--- src/msp_pkg.sv ---
package msp_pkg;

  // Widths of the configuration port.
  localparam int CFG_INDEX_W = 2;
  localparam int CFG_DATA_W  = 16;

  // Register indexes of the configuration port.
  localparam logic [CFG_INDEX_W-1:0] REG_AUX_CHANNEL    = 2'd0;
  localparam logic [CFG_INDEX_W-1:0] REG_STATUS_COMMAND = 2'd1;
  localparam logic [CFG_INDEX_W-1:0] REG_RC_COMMAND     = 2'd2;

  // Reset values of the registers.
  localparam logic [3:0]  AUX_CHANNEL_RESET    = 4'd0;
  localparam logic [15:0] STATUS_COMMAND_RESET = 16'd101;
  localparam logic [15:0] RC_COMMAND_RESET     = 16'd105;

  // Frame bytes.
  localparam logic [7:0] CHAR_START = 8'h24;  // '$'
  localparam logic [7:0] CHAR_V2    = 8'h58;  // 'X'
  localparam logic [7:0] CHAR_RESP  = 8'h3E;  // '>'

  // CRC-8 DVB-S2.
  localparam logic [7:0] CRC_POLY = 8'hD5;

  // Decoding constants.
  localparam logic [15:0] STATUS_MIN_SIZE = 16'd10;
  localparam logic [15:0] ARMED_BYTE_POS  = 16'd6;
  localparam logic [15:0] AUX_THRESHOLD   = 16'd1500;
  localparam int          RC_WORD_BASE    = 3;

  // Only channel words 4 through 18 can ever be selected by a 4-bit aux channel
  // (word 3 + aux, aux from 1 to 15), so only those payload bytes are kept.
  localparam int          NUM_WORDS      = 15;
  localparam logic [15:0] WORD_FIRST_POS = 16'(2 * (RC_WORD_BASE + 1));
  localparam logic [15:0] WORD_END_POS   = 16'(2 * (RC_WORD_BASE + 1 + NUM_WORDS));

  // Depth of the queue between the parser and the event unit.
  localparam int JOB_QUEUE_DEPTH = 2;

  // Result kinds.
  localparam logic EV_ARMED = 1'b0;
  localparam logic EV_AUX   = 1'b1;

  typedef enum logic [9:0] {
    PH_IDLE    = 10'b00_0000_0001,
    PH_HDR_X   = 10'b00_0000_0010,
    PH_HDR_DIR = 10'b00_0000_0100,
    PH_FLAG    = 10'b00_0000_1000,
    PH_CMD_LO  = 10'b00_0001_0000,
    PH_CMD_HI  = 10'b00_0010_0000,
    PH_SZ_LO   = 10'b00_0100_0000,
    PH_SZ_HI   = 10'b00_1000_0000,
    PH_PAYLOAD = 10'b01_0000_0000,
    PH_CRC     = 10'b10_0000_0000
  } phase_t;

  typedef struct packed {
    logic [3:0]  aux_channel;
    logic [15:0] status_command;
    logic [15:0] rc_command;
  } cfg_t;

  // One decoded frame, handed from the parser to the event unit.
  typedef struct packed {
    logic kind;   // EV_ARMED or EV_AUX
    logic level;  // decoded armed or aux-high level
  } job_t;

  function automatic logic [7:0] crc8_step(input logic [7:0] crc, input logic [7:0] b);
    logic [7:0] c;
    c = crc ^ b;
    for (int i = 0; i < 8; i++) begin
      c = c[7] ? ((c << 1) ^ CRC_POLY) : (c << 1);
    end
    return c;
  endfunction

endpackage

--- src/msp_front.sv ---
module msp_front (
  input  logic               clk,
  input  logic               rst,
  input  logic               accept,
  input  logic [7:0]         rx_byte,
  input  msp_pkg::cfg_t      cfg,
  output logic               job_push,
  output msp_pkg::job_t      job
);

  msp_pkg::phase_t phase;
  msp_pkg::phase_t phase_next;

  logic [7:0]  crc;
  logic [15:0] cmd;
  logic [15:0] size;
  logic [15:0] pos;
  logic        armed_bit;
  logic [15:0] words [msp_pkg::NUM_WORDS];

  logic [15:0] size_full;
  logic [15:0] pos_inc;
  logic [15:0] pos_off;
  logic        in_word_range;
  logic [3:0]  word_idx;
  logic [15:0] aux_word;
  logic [15:0] rc_min_size;
  logic        crc_ok;

  assign size_full     = {rx_byte, size[7:0]};
  assign pos_inc       = pos + 16'd1;
  assign pos_off       = pos - msp_pkg::WORD_FIRST_POS;
  assign in_word_range = (pos >= msp_pkg::WORD_FIRST_POS) && (pos < msp_pkg::WORD_END_POS);
  assign word_idx      = (cfg.aux_channel == 4'd0) ? 4'd0 : cfg.aux_channel - 4'd1;
  assign aux_word      = words[word_idx];
  assign rc_min_size   = 16'(({12'd0, cfg.aux_channel} + 16'(msp_pkg::RC_WORD_BASE + 1)) << 1);
  assign crc_ok        = (rx_byte == crc);

  always_comb begin
    phase_next = phase;
    unique case (phase)
      msp_pkg::PH_IDLE: begin
        if (rx_byte == msp_pkg::CHAR_START) phase_next = msp_pkg::PH_HDR_X;
      end
      msp_pkg::PH_HDR_X: begin
        phase_next = (rx_byte == msp_pkg::CHAR_V2) ? msp_pkg::PH_HDR_DIR : msp_pkg::PH_IDLE;
      end
      msp_pkg::PH_HDR_DIR: begin
        phase_next = (rx_byte == msp_pkg::CHAR_RESP) ? msp_pkg::PH_FLAG : msp_pkg::PH_IDLE;
      end
      msp_pkg::PH_FLAG:   phase_next = msp_pkg::PH_CMD_LO;
      msp_pkg::PH_CMD_LO: phase_next = msp_pkg::PH_CMD_HI;
      msp_pkg::PH_CMD_HI: phase_next = msp_pkg::PH_SZ_LO;
      msp_pkg::PH_SZ_LO:  phase_next = msp_pkg::PH_SZ_HI;
      msp_pkg::PH_SZ_HI: begin
        phase_next = (size_full == 16'd0) ? msp_pkg::PH_CRC : msp_pkg::PH_PAYLOAD;
      end
      msp_pkg::PH_PAYLOAD: begin
        if (pos_inc >= size) phase_next = msp_pkg::PH_CRC;
      end
      msp_pkg::PH_CRC: phase_next = msp_pkg::PH_IDLE;
      default:         phase_next = msp_pkg::PH_IDLE;
    endcase
  end

  // A good-CRC frame becomes a job when its command, size and aux channel qualify.
  // The status check wins when both command codes are equal.
  always_comb begin
    job_push  = 1'b0;
    job.kind  = msp_pkg::EV_ARMED;
    job.level = armed_bit;
    if (accept && (phase == msp_pkg::PH_CRC) && crc_ok) begin
      if (cmd == cfg.status_command) begin
        job_push = (size >= msp_pkg::STATUS_MIN_SIZE);
      end else if (cmd == cfg.rc_command) begin
        job.kind  = msp_pkg::EV_AUX;
        job.level = (aux_word > msp_pkg::AUX_THRESHOLD);
        job_push  = (cfg.aux_channel != 4'd0) && (size >= rc_min_size);
      end
    end
  end

  always_ff @(posedge clk) begin
    if (rst) begin
      phase <= msp_pkg::PH_IDLE;
    end else if (accept) begin
      phase <= phase_next;
    end
  end

  always_ff @(posedge clk) begin
    if (accept) begin
      case (phase)
        msp_pkg::PH_FLAG: crc <= msp_pkg::crc8_step(8'd0, rx_byte);
        msp_pkg::PH_CMD_LO: begin
          cmd[7:0] <= rx_byte;
          crc      <= msp_pkg::crc8_step(crc, rx_byte);
        end
        msp_pkg::PH_CMD_HI: begin
          cmd[15:8] <= rx_byte;
          crc       <= msp_pkg::crc8_step(crc, rx_byte);
        end
        msp_pkg::PH_SZ_LO: begin
          size[7:0] <= rx_byte;
          crc       <= msp_pkg::crc8_step(crc, rx_byte);
        end
        msp_pkg::PH_SZ_HI: begin
          size[15:8] <= rx_byte;
          crc        <= msp_pkg::crc8_step(crc, rx_byte);
          pos        <= 16'd0;
        end
        msp_pkg::PH_PAYLOAD: begin
          crc <= msp_pkg::crc8_step(crc, rx_byte);
          pos <= pos_inc;
          if (pos == msp_pkg::ARMED_BYTE_POS) armed_bit <= rx_byte[0];
          if (in_word_range) begin
            if (pos_off[0]) words[pos_off[4:1]][15:8] <= rx_byte;
            else            words[pos_off[4:1]][7:0]  <= rx_byte;
          end
        end
        default: ;
      endcase
    end
  end

endmodule

--- src/msp_job_queue.sv ---
module msp_job_queue #(
  parameter int WIDTH = 2,
  parameter int DEPTH = 2
) (
  input  logic             clk,
  input  logic             rst,
  input  logic             push,
  input  logic [WIDTH-1:0] wdata,
  output logic             full,
  input  logic             pop,
  output logic [WIDTH-1:0] rdata,
  output logic             empty
);

  localparam int AW = (DEPTH > 1) ? $clog2(DEPTH) : 1;
  localparam int CW = $clog2(DEPTH + 1);

  logic [WIDTH-1:0] entries [DEPTH];
  logic [AW-1:0]    wr_ptr;
  logic [AW-1:0]    rd_ptr;
  logic [CW-1:0]    count;
  logic             do_push;
  logic             do_pop;

  assign full    = (count == CW'(DEPTH));
  assign empty   = (count == '0);
  assign do_push = push && !full;
  assign do_pop  = pop && !empty;
  assign rdata   = entries[rd_ptr];

  always_ff @(posedge clk) begin
    if (rst) begin
      wr_ptr <= '0;
      rd_ptr <= '0;
      count  <= '0;
    end else begin
      if (do_push) wr_ptr <= (wr_ptr == AW'(DEPTH - 1)) ? '0 : wr_ptr + 1'b1;
      if (do_pop)  rd_ptr <= (rd_ptr == AW'(DEPTH - 1)) ? '0 : rd_ptr + 1'b1;
      if (do_push && !do_pop)      count <= count + 1'b1;
      else if (do_pop && !do_push) count <= count - 1'b1;
    end
  end

  always_ff @(posedge clk) begin
    if (do_push) entries[wr_ptr] <= wdata;
  end

endmodule

--- src/msp_back.sv ---
module msp_back (
  input  logic          clk,
  input  logic          rst,
  input  logic          job_valid,
  input  msp_pkg::job_t job,
  output logic          job_take,
  input  logic          aux_clear,
  output logic          empty,
  input  logic          pop,
  output logic          event_kind,
  output logic          new_level,
  output logic          armed_since_boot
);

  logic armed_level;
  logic armed_seen;
  logic aux_level;
  logic out_valid;
  logic emit;
  logic slot_free;
  logic seen_next;

  assign emit      = (job.kind == msp_pkg::EV_AUX) ? (job.level != aux_level)
                                                   : (job.level != armed_level);
  assign slot_free = !out_valid || pop;
  assign job_take  = job_valid && (!emit || slot_free);
  assign seen_next = armed_seen || ((job.kind == msp_pkg::EV_ARMED) && job.level);
  assign empty     = !out_valid;

  always_ff @(posedge clk) begin
    if (rst) begin
      armed_level <= 1'b0;
      armed_seen  <= 1'b0;
      aux_level   <= 1'b0;
      out_valid   <= 1'b0;
    end else begin
      if (pop && out_valid) out_valid <= 1'b0;
      if (job_take) begin
        armed_seen <= seen_next;
        if (emit) begin
          out_valid <= 1'b1;
          if (job.kind == msp_pkg::EV_AUX) aux_level <= job.level;
          else                             armed_level <= job.level;
        end
      end
      if (aux_clear) aux_level <= 1'b0;
    end
  end

  always_ff @(posedge clk) begin
    if (job_take && emit) begin
      event_kind       <= job.kind;
      new_level        <= job.level;
      armed_since_boot <= seen_next;
    end
  end

  a_emit_loads: assert property (@(posedge clk) disable iff (rst)
    (job_take && emit) |=> out_valid)
    else $error("decoded level change did not produce a result");

  a_seen_sticky: assert property (@(posedge clk) disable iff (rst)
    armed_seen |=> armed_seen)
    else $error("armed-since-boot flag cleared");

  a_armed_implies_seen: assert property (@(posedge clk) disable iff (rst)
    (out_valid && (event_kind == msp_pkg::EV_ARMED) && new_level) |-> armed_since_boot)
    else $error("armed result without armed-since-boot flag");

endmodule

--- src/msp_v2_frame_receiver_core.sv ---
// Receiver for MSP v2 response frames. Received bytes are pushed one per cycle
// on rx_byte; the parser checks the '$' 'X' '>' header, collects the command
// and size, runs the CRC-8 DVB-S2 over flag through payload and keeps the few
// payload bytes that decoding needs. A frame with a good CRC is decoded as a
// status response (armed is bit 0 of payload byte 6, size at least 10) or as an
// RC channels response (the word of channel 3 + aux_channel compared against
// 1500). An item appears on the result side only when the armed level or the
// aux switch level changes, and it carries the sticky armed-since-boot flag.
// The parser never stalls on a byte of its own, so bytes may be pushed back to
// back; a byte is held off (full high) only when the two-entry job queue
// between the parser and the event unit is full, which happens only while
// results are not being popped. The result side holds one item. Configuration
// writes take effect at the next edge; writing a new aux channel clears the
// aux level without producing an item.
module msp_v2_frame_receiver_core #(
  parameter int JOB_QUEUE_DEPTH = msp_pkg::JOB_QUEUE_DEPTH
) (
  input  logic                            clk,
  input  logic                            rst,
  input  logic                            push,
  output logic                            full,
  input  logic [7:0]                      rx_byte,
  output logic                            empty,
  input  logic                            pop,
  output logic                            event_kind,
  output logic                            new_level,
  output logic                            armed_since_boot,
  input  logic                            cfg_write,
  input  logic [msp_pkg::CFG_INDEX_W-1:0] cfg_index,
  input  logic [msp_pkg::CFG_DATA_W-1:0]  cfg_data
);

  msp_pkg::cfg_t cfg;
  msp_pkg::job_t front_job;
  msp_pkg::job_t back_job;
  logic          accept;
  logic          job_push;
  logic          job_empty;
  logic          job_take;
  logic          aux_clear;

  // The parser only runs when the queue has room, so a job it produces is
  // never dropped.
  assign accept = push && !full;

  // A write of a different aux channel drops the remembered aux level.
  assign aux_clear = cfg_write && (cfg_index == msp_pkg::REG_AUX_CHANNEL) &&
                     (cfg_data[3:0] != cfg.aux_channel);

  always_ff @(posedge clk) begin
    if (rst) begin
      cfg.aux_channel    <= msp_pkg::AUX_CHANNEL_RESET;
      cfg.status_command <= msp_pkg::STATUS_COMMAND_RESET;
      cfg.rc_command     <= msp_pkg::RC_COMMAND_RESET;
    end else if (cfg_write) begin
      unique case (cfg_index)
        msp_pkg::REG_AUX_CHANNEL:    cfg.aux_channel    <= cfg_data[3:0];
        msp_pkg::REG_STATUS_COMMAND: cfg.status_command <= cfg_data;
        msp_pkg::REG_RC_COMMAND:     cfg.rc_command     <= cfg_data;
        default: ;
      endcase
    end
  end

  msp_front u_front (
    .clk      (clk),
    .rst      (rst),
    .accept   (accept),
    .rx_byte  (rx_byte),
    .cfg      (cfg),
    .job_push (job_push),
    .job      (front_job)
  );

  msp_job_queue #(
    .WIDTH ($bits(msp_pkg::job_t)),
    .DEPTH (JOB_QUEUE_DEPTH)
  ) u_job_queue (
    .clk   (clk),
    .rst   (rst),
    .push  (job_push),
    .wdata (front_job),
    .full  (full),
    .pop   (job_take),
    .rdata (back_job),
    .empty (job_empty)
  );

  msp_back u_back (
    .clk              (clk),
    .rst              (rst),
    .job_valid        (!job_empty),
    .job              (back_job),
    .job_take         (job_take),
    .aux_clear        (aux_clear),
    .empty            (empty),
    .pop              (pop),
    .event_kind       (event_kind),
    .new_level        (new_level),
    .armed_since_boot (armed_since_boot)
  );

endmodule
--- config.mk ---
export PLATFORM = sky130hd
export DESIGN_NAME = msp_v2_frame_receiver_core
export DESIGN_NICKNAME = d
export VERILOG_FILES = /design/src/msp_pkg.sv /design/src/msp_front.sv /design/src/msp_job_queue.sv /design/src/msp_back.sv /design/src/msp_v2_frame_receiver_core.sv
export SDC_FILE = /design/constraint.sdc
export NUM_CORES = 1
export LEC_CHECK = 0
export ABC_AREA = 1
export ABC_CLOCK_PERIOD_IN_PS = 6250
export BUFFER_PORTS_ARGS = -buffer_cell sky130_fd_sc_hd__buf_2
export CAP_MARGIN = 20
export CORE_MARGIN = 1
export CORE_UTILIZATION = 36
export DETAILED_ROUTE_END_ITERATION = 8
export SYNTH_ARGS = -nofsm -noshare
export SYNTH_HDL_FRONTEND = slang
export SYNTH_HIERARCHICAL = 1
export SYNTH_SLANG_ARGS = --single-unit
--- constraint.sdc ---
create_clock -name clk -period 6.25 [get_ports clk]
set_input_delay 0.3125 -clock clk [delete_from_list [all_inputs] [get_ports clk]]
set_output_delay 0.3125 -clock clk [all_outputs]
set_load 0.01 [all_outputs]
; After elaboration in Yosys (flattened, before gate mapping)
; Memories as Yosys holds them, arrays and structs flattened. A register that Yosys moved wholly into a read port is not among the register bits.
; Index checks and enable logic that the tools add are counted.
[classes]
n_addsub = 8
magnitude_cmp = 6
n_eq_ne = 25
muxes = 53
bitwise = 18
n_reduce_logical = 47
[ops]
columns = op, count
row1 = $mux W8, 16
row2 = $pmux W10 S9, 1
row3 = $not A5 Y5, 16
row4 = $eq A16 B16 Y1, 2
row5 = $ge A16 B16 Y1, 2
row6 = $ge A16 B4 Y1 const B, 2
row7 = $pmux W16 S2, 1
row8 = $mux W10, 3
row9 = $mux W1, 23
row10 = $reduce_and A2 Y1, 9
row11 = $add A16 B1 Y16 const B, 1
row12 = $eq A16 B3 Y1 const B, 1
row13 = $eq A8 B6 Y1 const B, 2
row14 = $gt A16 B11 Y1 const B, 1
row15 = $logic_not A16 Y1, 1
row16 = $lt A16 B6 Y1 const B, 1
row17 = $pmux W8 S2, 1
row18 = $logic_and A1 B1 Y1, 15
row19 = $reduce_and A3 Y1, 4
row20 = $eq A10 B1 Y1 const B, 1
row21 = $eq A10 B10 Y1 const B, 1
row22 = $eq A10 B2 Y1 const B, 1
row23 = $eq A10 B3 Y1 const B, 1
row24 = $eq A10 B4 Y1 const B, 1
row25 = other kinds (31), 50
[word_totals]
reg_bits = 114
ram_bits = 244
in_bits = 31
output_inout_bits = 5
elab_cells = 180
n_memories = 2
[memory_table]
columns = name, words, word_bits, read_ports, rd_clocked_by_memory_dff, wr, line
row1 = u_front.words, 15, 16, 1, 0, 1, msp_front.sv:19  ; logic [15:0] words [msp_pkg::NUM_WORDS];
row2 = u_job_queue.entries, 2, 2, 1, 1, 1, msp_job_queue.sv:18  ; logic [WIDTH-1:0] entries [DEPTH];

; Longest topological paths before layout
; Gate-level depths: netlist of the first run.
[depth]
depth_word = 18
ltp_mapped = 20
mapped_depth_nobuf = 19

; Hierarchy
; Netlist of the first run, hierarchy kept.
[modules_own_cells]
columns = mod, n_inst, cells_each, area_per_inst_um2
row1 = msp_front, 1, 1287, 14083.5
row2 = msp_v2_frame_receiver_core, 1, 181, 1438.9
row3 = msp_job_queue, 1, 43, 395.4
row4 = msp_back, 1, 43, 341.6

; Worst setup path after synthesis of the first run
; No wires, ideal clock.
[synth_timing]
kind = reg2reg
from = register u_front.pos[1]
to = register u_front.phase[5]
arrival_ns = 2.936
required_ns = 6.164
setup_slack_ns = 3.229
path_stages_with_launch = 20
period_less_slack_ns = 3.021
path_cell_list = edfxtp_1 ha_1 nand2_1 nor2_1 inv_1 nor3_1 nand3_1 nand3b_1 xor2_1 inv_1 ha_1 nand2_1 inv_1 nand3_1 nor3_1 nand3_1 nand4_1 nand3_2 buf_6 a211oi_1
[synth_via]
elab_chain_cells = 4
[synth_rtl]
columns = element, line
row1 = start: declaration, msp_front.sv:17  ; logic [15:0] pos;
row2 = start signal: assignment, msp_front.sv:114  ; pos <= pos_inc;
row3 = $add A16 B1 Y16, msp_front.sv:31  ; assign pos_inc = pos + 16'd1;
row4 = net u_front.pos_inc[14], msp_front.sv:22  ; logic [15:0] pos_inc;
row5 = $ge A16 B16 Y1, msp_front.sv:59  ; if (pos_inc >= size) phase_next = msp_pkg::PH_CRC;
row6 = $ne A2 B1 Y1 (no source line), -
row7 = $reduce_and A3 Y1 (no source line), -
row8 = end signal: assignment, msp_front.sv:85  ; phase <= msp_pkg::PH_IDLE;
row9 = end signal: assignment, msp_front.sv:87  ; phase <= phase_next;
row10 = end: declaration, msp_front.sv:11  ; msp_pkg::phase_t phase;
; The timed path passes the listed nets, and every way through them passes these cells.
; A chain may end at the register's enable or synchronous reset.

; Final worst setup path of the first run
[layout_timing]
from = register u_front.pos[2]
to = register u_front.phase[3]
; Same word-level chain as after synthesis.

==> results.yml, run 1 <==
critical_path:
  crit_arrival_ps: 4250
  criticalPathCategory: "reg2reg"
  slowest_delay_ps: 460
  worstSetupStartpointType: "register"
  setup.worst_path.start: "u_front/pos[2]$_SDFFCE_PN0P_"
  r2r_setup_slack_ps: 2410
  end_kind: "register"
  path_cells: "nand2_1 > inv_1 > nand2_1 > nor3_1 > nand3_1 > nor2_1 > nand3_1 > xor2_1 > inv_1 > ha_1 > nand2_1 > inv_1 > nand3_1 > nor3_1 > nand3_1 > nand4_1 > nand3_2 > o21ai_0 > a21oi_1"
  cpMostUsedCell: "nand3_1"
  cpMaxStageDelayCell: "edfxtp_1"
  cp_max_fo: 19
  r2r_start: "u_front/pos[2]$_SDFFCE_PN0P_"
  cp.required_ps: 6660
  worst_r2r_path_depth: 19
place:
  globalplace.congestion: 0.864
  dp_cells: 2165
  placed_cell_area_um2: 17100
  port_buffers: 35
  hpwl_mm: 23.7
detailed_routing:
  post_drt_wl_per_cell_um: 17.0
  totalWireLength_mm: 37.9
  vias: 11100
  drc: 0
  firstDrtPassIters: 5
  drt.antenna.violating_nets: 0
  initialDrtViolationCount: 828
  via_per_inst: 4.95
hold_path:
  min_path_cells: 3
  hold_path_class: "in2reg"
  min_from: "cfg_data[9]"
sta:
  slew_viol_final: 0
  setup_tns_ps: 0
  hold_viol: 0
  clock.fmax_mhz: 260
  rsz0062_at_grt: "false"
  fin_crit_sh: 0.615
  skew_ps: 13.3
  tightest_slew_ps: 969
  worst_slew_margin_rel: 0.354
  setup_violations: 0
  holdWs_ps: 21.7
  layout_min_cycle_time_ps: 3840
cells_and_area:
  stdcell_area_um2: 18300
  multiInputGateArea_um2: 5160
  syn2layout_area_growth_pct: 12.5
  finalNetCount: 1676
  final_layout_size_suffix_gt1_frac: 0.106
  stdcell_count: 2234
  num-fill-cells: 4207
  seq_area_um2: 10200
  antenna_cells: 0
job:
  max-cap-violations: 0
cts:
  htree_levels: 2
  post_cts_buffers: 0
  tritoncts: "built"
  cts_sinks: 359
  cts-root-buf: "clkbuf_16"
  clk_pin_slew_ps: 60
  clk_latency_ps: 530
  cts_buffer_depth: 3
  cts_buffers: 39
pwr:
  pwr_density_cell_nw_per_um2: 300
  vdd_drop_max_uv: 172
  leakage_nw: 7.08
synth:
  ys_warn_count: 6
  syn_area_um2: 16300
  synth_edf_count: 304
  synth-seq-cells: 359
  synthDistinctLibCells: 62
  seq_area_frac_synth: 0.629
  synth_cells: 1554
  synth_area_per_cell_um2: 10.5
  synthFlopType: "edfxtp_1"
  synth_fp_nets: 1615
  async_flop_share: 0
outcome:
  outcome: "completed"
global_routing:
  antenna_found_initial: 0
  grt_max_degree: 43
  grt_util_all_layers: 0.165
  met2_usage: 0.279
  grt_pass1_vias: 10700
  met1_usage: 0.219
  grtUsageMet3: 0.0238
  grt_pass1_wl_mm: 59.5
  top_usage_layer: "met2"
  grt_overflow_total: 0
floorplanning:
  die_h_um: 215
  initial_core_util: 0.366
  pin_count: 36
  rows: 77
  coreArea_um2: 44400
  die_x_um: 215
  die-area_um2: 46000
[what timing repair did]
action | CTS | global route
hold buffers | 1 | 0
endpoints found under the hold margin | 1 | 0
gates resized for setup | 0 | 0
endpoints found under the setup margin | 0 | 0
[metrics by stage]
stage	utilization	setup WS, ps	power (mW)
final	0.412	2410	5.49
after floorplan	-	3230	3.18
after CTS	0.412	2420	5.55
after detailed placement	0.385	2430	3.37
after global routing	0.412	2010	5.71
after global placement	0.385	2590	3.36
[critical path: cells and delay by family, from the launching register on]
kind / cells / cell delay (ps)
compound gates: 2 / 380
fa+ha+maj: 1 / 290
simple gates: 12 / 2110
buf+inv: 3 / 280
flops: 1 / 460
xor+xnor: 1 / 200
[cell type report]
type | instances | share of cell area
flip-flops and latches | 359 | 0.559
multi-input cells | 987 | 0.282
clock buffers | 52 | 0.0589
well taps | 592 | 0.0405
inverters | 181 | 0.0376
repair buffers | 47 | 0.0146
clock inverters | 16 | 0.00650
[layout by cell type, fill, tap and decap left out, types with 5 or more instances in the layout]
master | Yosys | final
a21oi_1 | 55 | 55
a21oi_2 | 10 | 9
buf_2 | 11 | 35
buf_4 | 8 | 11
clkbuf_1 | 3 | 10
clkbuf_16 | 0 | 41
clkinv_1 | 0 | 9
clkinv_2 | 1 | 6
dfxtp_1 | 55 | 55
edfxtp_1 | 304 | 304
ha_1 | 30 | 30
inv_1 | 167 | 167
inv_2 | 10 | 10
nand2_1 | 322 | 322
nand2_2 | 22 | 22
nand3_1 | 106 | 106
nand3_2 | 5 | 5
nand4_1 | 19 | 19
nor2_1 | 192 | 192
nor3_1 | 33 | 33
nor4_1 | 5 | 5
o211ai_1 | 12 | 12
o21ai_0 | 52 | 52
or2_2 | 6 | 6
xnor2_1 | 15 | 15
xor2_1 | 39 | 39
[where the power goes]
group,internal (mW),leakage (nW),total [mW],switching (mW)
combinational,0.197,3.31,0.653,0.456
sequential,2.64,3.19,2.67,0.0279
clock,1.29,0.586,2.18,0.890
total,4.12,7.08,5.49,1.37
[path summary, 6_finish.rpt]
kind / end
hold reg to reg: u_back/armed_seen$_SDFFE_PP0P_
setup / recovery: u_front/phase[3]$_SDFFE_PP0P_
hold / removal: cfg[9]$_SDFFE_PP0P_
setup reg to reg: u_front/phase[3]$_SDFFE_PP0P_
[logic make-up (layout without fill, tap and decap cells)]
| kind of cell | Yosys count | in the layout | synth area share |
|---|---|---|---|
| AOI/OAI and AO/OA | 166 | 166 | 0.0619 |
| and+or+nand+nor | 730 | 730 | 0.196 |
| buffers and inverters | 208 | 296 | 0.0536 |
| DFF | 359 | 359 | 0.629 |
| muxes | 2 | 2 | 0.00139 |
| xor gates and xnor gates | 59 | 59 | 0.0348 |
| adders and majority gates | 30 | 30 | 0.0231 |
[Yosys cell counts (all sizes together) (7+ instances only)]
cell | count | share of area
nand3 | 112 | 0.037
nand2 | 346 | 0.084
buf | 24 | 0.011
xor2 | 44 | 0.027
ha | 30 | 0.023
o211ai | 14 | 0.0071
nor4 | 7 | 0.0040
a21oi | 65 | 0.022
edfxtp | 304 | 0.56
dfxtp | 55 | 0.068
or2 | 7 | 0.0027
nor2 | 195 | 0.046
nand4 | 19 | 0.0073
o21ai | 59 | 0.019
xnor2 | 15 | 0.0081
nor3 | 34 | 0.011
inv | 180 | 0.042
[per-layer routing]
| layer | part of all wire | vias to the layer above |
|---|---|---|
| met5 | 0 | - |
| met4 | 0.021 | 0 |
| met3 | 0.048 | 54 |
| met2 | 0.48 | 256 |
| met1 | 0.45 | 5370 |
| li1 | - | 5376 |
[registers in the layout, summed over array words and instances, names as in the netlist, 2 cells and up, named ones only]
signal	count
u_front/crc	8
u_job_queue/entries	4
u_front/cmd	16
u_front/phase	10
u_job_queue/count	2
u_front/words	240
cfg	36
u_front/size	16
u_front/pos	16
Note: power is estimated with default switching activity, not from simulation.
==> inputs of run 2 (changes only) <==
--- a/config.mk
+++ b/config.mk
@@ -6,7 +6,7 @@
 export NUM_CORES = 1
 export LEC_CHECK = 0
 export ABC_AREA = 1
-export ABC_CLOCK_PERIOD_IN_PS = 6250
+export ABC_CLOCK_PERIOD_IN_PS = 4000
 export BUFFER_PORTS_ARGS = -buffer_cell sky130_fd_sc_hd__buf_2
 export CAP_MARGIN = 20
 export CORE_MARGIN = 1
==> constraint.sdc (replaced) <==
create_clock -name clk -period 4 [get_ports clk]
set_input_delay 0.2 -clock clk [delete_from_list [all_inputs] [get_ports clk]]
set_output_delay 0.2 -clock clk [all_outputs]
set_load 0.01 [all_outputs]
==> run 2 against run 1 <==
Against the previous run: via count rose by 2.2%; critical path depth is the same; worst hold slack better by 5.5 ps; largest power group unchanged; first-iteration DRC count is 1.7% lower; design area increased by 4.1%; routed wire length grew 3.5%; combinational power grew 64%; global-route usage up 0.56 points; cell count grew 2.8%.
==> results.yml, run 2 (synthesis results as in run 1) <==
detailed_routing:
  initialDrtViolationCount: 814
  drt.antenna.violating_nets: 0
  post_drt_wl_per_cell_um: 17.1
  firstDrtPassIters: 5
  vias: 11300
  via_per_inst: 4.92
  totalWireLength_mm: 39.2
  drc: 0
place:
  globalplace.congestion: 0.909
  hpwl_mm: 25.8
  placed_cell_area_um2: 17400
  port_buffers: 35
global_routing:
  grt_max_degree: 38
  grt_overflow_total: 0
  grt_pass1_vias: 11100
  grt_pass1_wl_mm: 61.3
  grt_util_all_layers: 0.170
  antenna_found_initial: 3
cts:
  clk_pin_slew_ps: 60
  cts_buffers: 40
  cts_buffer_depth: 3
  tritoncts: "built"
  clk_latency_ps: 540
  htree_levels: 2
  cts_sinks: 359
  cts-root-buf: "clkbuf_16"
floorplanning:
  coreArea_um2: 44400
  die_h_um: 215
  die_x_um: 215
  die-area_um2: 46000
  rows: 77
  initial_core_util: 0.366
  pin_count: 36
pwr:
  swShare: 0.248
  p_switching_mw: 2.29
  vdd_drop_max_uv: 288
  pwr-share-clk: 0.434
  p_int_mw: 6.95
  pwr_density_cell_nw_per_um2: 486
  combPwrFrac: 0.115
  p_total_mw: 9.24
  p_seq_frac: 0.451
  leakage_nw: 7.49
cells_and_area:
  syn2layout_area_growth_pct: 17.1
  final_layout_size_suffix_gt1_frac: 0.135
  seq_area_um2: 10200
  antenna_cells: 0
  final_common_cell: "nand2_1"
  num-fill-cells: 4181
  multiInputGateArea_um2: 5170
  largest_reg_flops: 240
  finalNetCount: 1734
  stdcell_area_um2: 19000
  final_cell_mix: "nand2_1 (322), edfxtp_1 (304), nor2_1 (191), inv_1 (167), nand3_1 (106)"
hold_path:
  hold_path_class: "in2reg"
  min_from: "pop"
sta:
  fin_crit_sh: 0.897
  slew_viol_final: 0
  layout_min_cycle_time_ps: 3590
  rsz0062_at_grt: "false"
  hold_viol: 0
  tightest_slew_ps: 861
  worst_slew_margin_rel: 0.424
  setup_tns_ps: 0
  skew_ps: 16.1
  clock.fmax_mhz: 279
  setup_violations: 0
critical_path:
  path_delay_family: "simple AND/OR/NAND/NOR gates"
  cp.required_ps: 4430
  criticalPathCategory: "reg2reg"
  end_kind: "register"
  r2r_start: "u_front/pos[1]$_SDFFCE_PN0P_"
  slowest_delay_ps: 460
  cpMaxStageDelayCell: "edfxtp_1"
  setup.worst_path.start: "u_front/pos[1]$_SDFFCE_PN0P_"
  worstSetupStartpointType: "register"
  path_cells: "ha_1 > nand2_1 > nor2_1 > inv_1 > nor3_1 > nand3_1 > nand3b_1 > xor2_1 > inv_1 > ha_1 > nand2_1 > inv_1 > nand3_1 > nor3_1 > nand3_1 > nand4_1 > nand3_4 > o21ai_0 > a21oi_1"
  worst-path-buf-inv: 3
  crit_arrival_ps: 4010
  cp_max_fo: 19
outcome:
  outcome: "completed"
job:
  max-cap-violations: 0
==> run 2: cell types whose count changed in the layout (fill, tap and decap cells not counted), sizes merged <==
| cell | delta |
|---|---|
| bufinv | +8 |
| clkbuf | -9 |
| buf | +42 |
| clkinvlp | +2 |
| inv | +3 |
| dlygate4sd3 | +15 |
| clkinv | +2 |
==> run 2: layer usage <==
| layer | vias to the layer above | GRT usage | part of all wire |
|---|---|---|---|
| met5 | - | 0 | 0 |
| met4 | 0 | 0.0510 | 0.023 |
| met3 | 67 | 0.0248 | 0.046 |
| met2 | 285 | 0.297 | 0.50 |
| met1 | 5429 | 0.219 | 0.43 |
| li1 | 5515 | - | - |
==> run 2: area by class of cell <==
cell class | count | share of cell area
clock buffer | 43 | 0.0532
clock inverter | 31 | 0.0228
inverter | 181 | 0.0361
multi-input combinational | 987 | 0.272
sequential | 359 | 0.537
tap | 592 | 0.0389
timing repair buffer | 104 | 0.0398
==> run 2: per-stage QoR <==
stage | hold WS (ps) | utilization | worst slack, ps | cells
after floorplan | 262 | - | 979 | 1554
after global placement | 424 | 0.392 | 526 | 2207
after detailed placement | 426 | 0.392 | 354 | 2207
after CTS | 1.31 | 0.428 | 322 | 2297
after global routing | 18.8 | 0.429 | 49.9 | 2297
final | 27.2 | 0.429 | 412 | 2297
==> run 2: path summary, 6_finish.rpt <==
| kind | endpoint | slack [ps] | depth (start not counted) |
|---|---|---|---|
| worst max register to register | u_front/phase[4]$_SDFFE_PP0P_ | 410 | 19 |
| worst min register to register | u_back/armed_seen$_SDFFE_PP0P_ | 460 | 2 |
| worst min-delay path | u_back/out_valid$_SDFF_PP0_ | 30 | 3 |
| worst max-delay path | u_front/phase[4]$_SDFFE_PP0P_ | 410 | 19 |
==> run 2: worst reg2reg max path: stages (launching register included) <==
cell and delay (ps):
edfxtp_1 460, ha_1 210, nand2_1 90, nor2_1 170, inv_1 70, nor3_1 340, nand3_1 180, nand3b_1 210
xor2_1 180, inv_1 60, ha_1 260, nand2_1 50, inv_1 60, nand3_1 80, nor3_1 260, nand3_1 120
nand4_1 180, nand3_4 200, o21ai_0 250, a21oi_1 60
==> run 2: power groups by stage <==
stage | Clock (mW) | Combinational [mW] | Sequential [mW]
floorplan | 0 | 0.729 | 4.23
global placement | 0 | 1.02 | 4.24
detailed placement | 0 | 1.04 | 4.24
CTS | 4.09 | 1.06 | 4.17
global route | 4.23 | 1.19 | 4.17
finish | 4.01 | 1.07 | 4.17
==> run 2: repair_timing <==
action / 4_1_cts / 5_1_grt
hold endpoints to repair: 33 / 0
hold buffers: 16 / 0
buffers inserted: 0 / 0
setup endpoints to repair: 0 / 10
gates resized for setup: 0 / 2
==> inputs of run 3 (changes only) <==
--- a/config.mk
+++ b/config.mk
@@ -7,7 +7,7 @@
 export LEC_CHECK = 0
 export ABC_AREA = 1
 export ABC_CLOCK_PERIOD_IN_PS = 4000
-export BUFFER_PORTS_ARGS = -buffer_cell sky130_fd_sc_hd__buf_2
+export BUFFER_PORTS_ARGS = -buffer_cell sky130_fd_sc_hd__buf_4
 export CAP_MARGIN = 20
 export CORE_MARGIN = 1
 export CORE_UTILIZATION = 36
==> run 3 against run 2 <==
Against the previous run: routed wire length shrank 0.59%; total power shrank 5.7%; cell count shrank 0.17%; sequential share of layout area grew 0.42 points; maximum frequency shrank 0.26%; first-iteration DRC count shrank 11%; design area shrank 0.77%; clock skew grew 4.1 ps; critical path type unchanged; setup slack lost 9.4 ps; flip-flop and latch count is the same.
==> results.yml, run 3 (synthesis results as in run 1) <==
critical_path:
  cp_max_fo: 19
  cp.required_ps: 4410
  worst-path-buf-inv: 3
  crit_cells: 19
  worst_r2r_path_depth: 19
  path_delay_family: "simple AND/OR/NAND/NOR gates"
  criticalPathCategory: "reg2reg"
  r2r_setup_slack_ps: 400
  slowest_delay_ps: 440
  cpMaxStageDelayCell: "edfxtp_1"
  end_kind: "register"
  r2r_start: "u_front/pos[1]$_SDFFCE_PN0P_"
  worstSetupStartpointType: "register"
  path_cells: "ha_1 > nand2_1 > nor2_1 > inv_1 > nor3_1 > nand3_1 > nand3b_1 > xor2_1 > inv_1 > ha_1 > nand2_1 > inv_1 > nand3_1 > nor3_1 > nand3_1 > nand4_1 > nand3_4 > o21ai_0 > a21oi_1"
  r2r_end: "u_front/phase[8]$_SDFFE_PP0P_"
  crit_arrival_ps: 4000
sta:
  setup_violations: 0
  skew_ps: 20.2
  rsz0062_at_grt: "false"
  fin_crit_sh: 0.899
  worst_slew_margin_rel: 0.319
  hold_viol: 0
  holdWs_ps: 24.0
  setup_tns_ps: 0
  slew_viol_final: 0
  clock.fmax_mhz: 278
  layout_min_cycle_time_ps: 3600
  tightest_slew_ps: 1020
cts:
  post_cts_buffers: 0
  cts_sinks: 359
  cts_buffers: 39
  clk_pin_slew_ps: 60
  cts-root-buf: "clkbuf_16"
  clk_latency_ps: 540
  htree_levels: 2
  tritoncts: "built"
  cts_buffer_depth: 3
floorplanning:
  initial_core_util: 0.366
  die_h_um: 215
  pin_count: 36
  die_x_um: 215
  rows: 77
  die-area_um2: 46000
  coreArea_um2: 44400
global_routing:
  grt_overflow_total: 0
  grt_pass1_wl_mm: 61.6
  grt_max_degree: 41
  grt_pass1_vias: 11200
  antenna_found_initial: 0
  grt_util_all_layers: 0.171
pwr:
  pwr_density_cell_nw_per_um2: 461
  vdd_drop_max_uv: 285
  leakage_nw: 7.42
cells_and_area:
  stdcell_count: 2293
  syn2layout_area_growth_pct: 16.2
  final_cell_mix: "nand2_1 (322), edfxtp_1 (304), nor2_1 (192), inv_1 (167), nand3_1 (106)"
  multiInputGateArea_um2: 5170
  antenna_cells: 0
  largest_reg_flops: 240
  final_layout_size_suffix_gt1_frac: 0.130
  seq_area_um2: 10200
  finalNetCount: 1733
  num-fill-cells: 4116
  final_common_cell: "nand2_1"
hold_path:
  hold_path_class: "in2reg"
  worstHoldEndpoint: "u_back/out_valid$_SDFF_PP0_"
  min_path_cells: 3
  min_from: "pop"
detailed_routing:
  initialDrtViolationCount: 725
  firstDrtPassIters: 5
  vias: 11200
  totalWireLength_mm: 39.0
  post_drt_wl_per_cell_um: 17.0
  via_per_inst: 4.89
  drt.antenna.violating_nets: 0
  drc: 0
place:
  hpwl_mm: 25.2
  port_buffers: 35
  dp_cells: 2207
  globalplace.congestion: 0.855
job:
  max-cap-violations: 0
outcome:
  outcome: "completed"
-- run 3: changes by cell type in the layout (fill, tap and decap cells not counted), sizes merged --
cell / previous run / this run
bufinv: 10 / 3
clkbuf: 43 / 52
clkinv: 17 / 13
clkinvlp: 2 / 1
inv: 183 / 182
-- run 3: repair_timing --
action                                  in CTS  in global routing
hold endpoints to repair                    34                  0
resized for setup                            0                  1
hold buffers                                16                  0
endpoints found under the setup margin       0                  9
-- run 3: where the power goes --
group / switching (mW) / internal [mW] / leakage (nW)
Sequential: 0.0444 / 4.12 / 3.19
Clock: 1.43 / 2.06 / 0.603
Combinational: 0.724 / 0.338 / 3.62
Total: 2.20 / 6.52 / 7.42
-- run 3: metal layers --
| metal | wire (µm) | track usage | vias up |
|---|---|---|---|
| met2 | 19300 | 0.301 | 252 |
| li1 | - | - | 5503 |
| met1 | 17200 | 0.219 | 5411 |
| met5 | 0 | 0 | - |
| met3 | 1670 | 0.0213 | 56 |
| met4 | 838 | 0.0498 | 0 |
-- run 3: stage by stage --
stage	setup slack, ps	utilization	instance area, µm²	total power, mW
after CTS	366	0.425	18900	8.79
after detailed placement	391	0.394	17500	5.28
after global routing	35.6	0.425	18900	9.07
after floorplan	979	-	16300	4.96
after global placement	560	0.394	17500	5.27
final	403	0.425	18900	8.71
-- run 3: how the worst max path moves through the flow --
stage                               endpoint  slack (ps)                          from
6_report       u_front/phase[8]$_SDFFE_PP0P_         400  u_front/pos[1]$_SDFFCE_PN0P_
5_1_grt        u_front/phase[1]$_SDFFE_PP0P_          40  u_front/pos[1]$_SDFFCE_PN0P_
4_1_cts        u_front/phase[8]$_SDFFE_PP0P_         370  u_front/pos[1]$_SDFFCE_PN0P_
3_5_place_dp   u_front/phase[8]$_SDFFE_PP0P_         390  u_front/pos[1]$_SDFFCE_PN0P_
3_3_place_gp   u_front/phase[3]$_SDFFE_PP0P_         560  u_front/pos[1]$_SDFFCE_PN0P_
2_1_floorplan  u_front/phase[6]$_SDFFE_PP0P_         980  u_front/pos[1]$_SDFFCE_PN0P_
-- run 3: layout make-up --
class	count	area share
Clock buffer	52	0.0559
Clock inverter	18	0.00974
Inverter	181	0.0364
Multi-Input combinational cell	987	0.274
Sequential cell	359	0.541
Tap cell	592	0.0392
Timing Repair Buffer	104	0.0434
-- run 3: worst register-to-register path, cell delays in order (launching register included) --
cell and delay (ps):
edfxtp_1 440, ha_1 200, nand2_1 90, nor2_1 150, inv_1 70, nor3_1 350, nand3_1 200, nand3b_1 240
xor2_1 190, inv_1 70, ha_1 270, nand2_1 60, inv_1 60, nand3_1 80, nor3_1 220, nand3_1 110
nand4_1 170, nand3_4 210, o21ai_0 230, a21oi_1 70
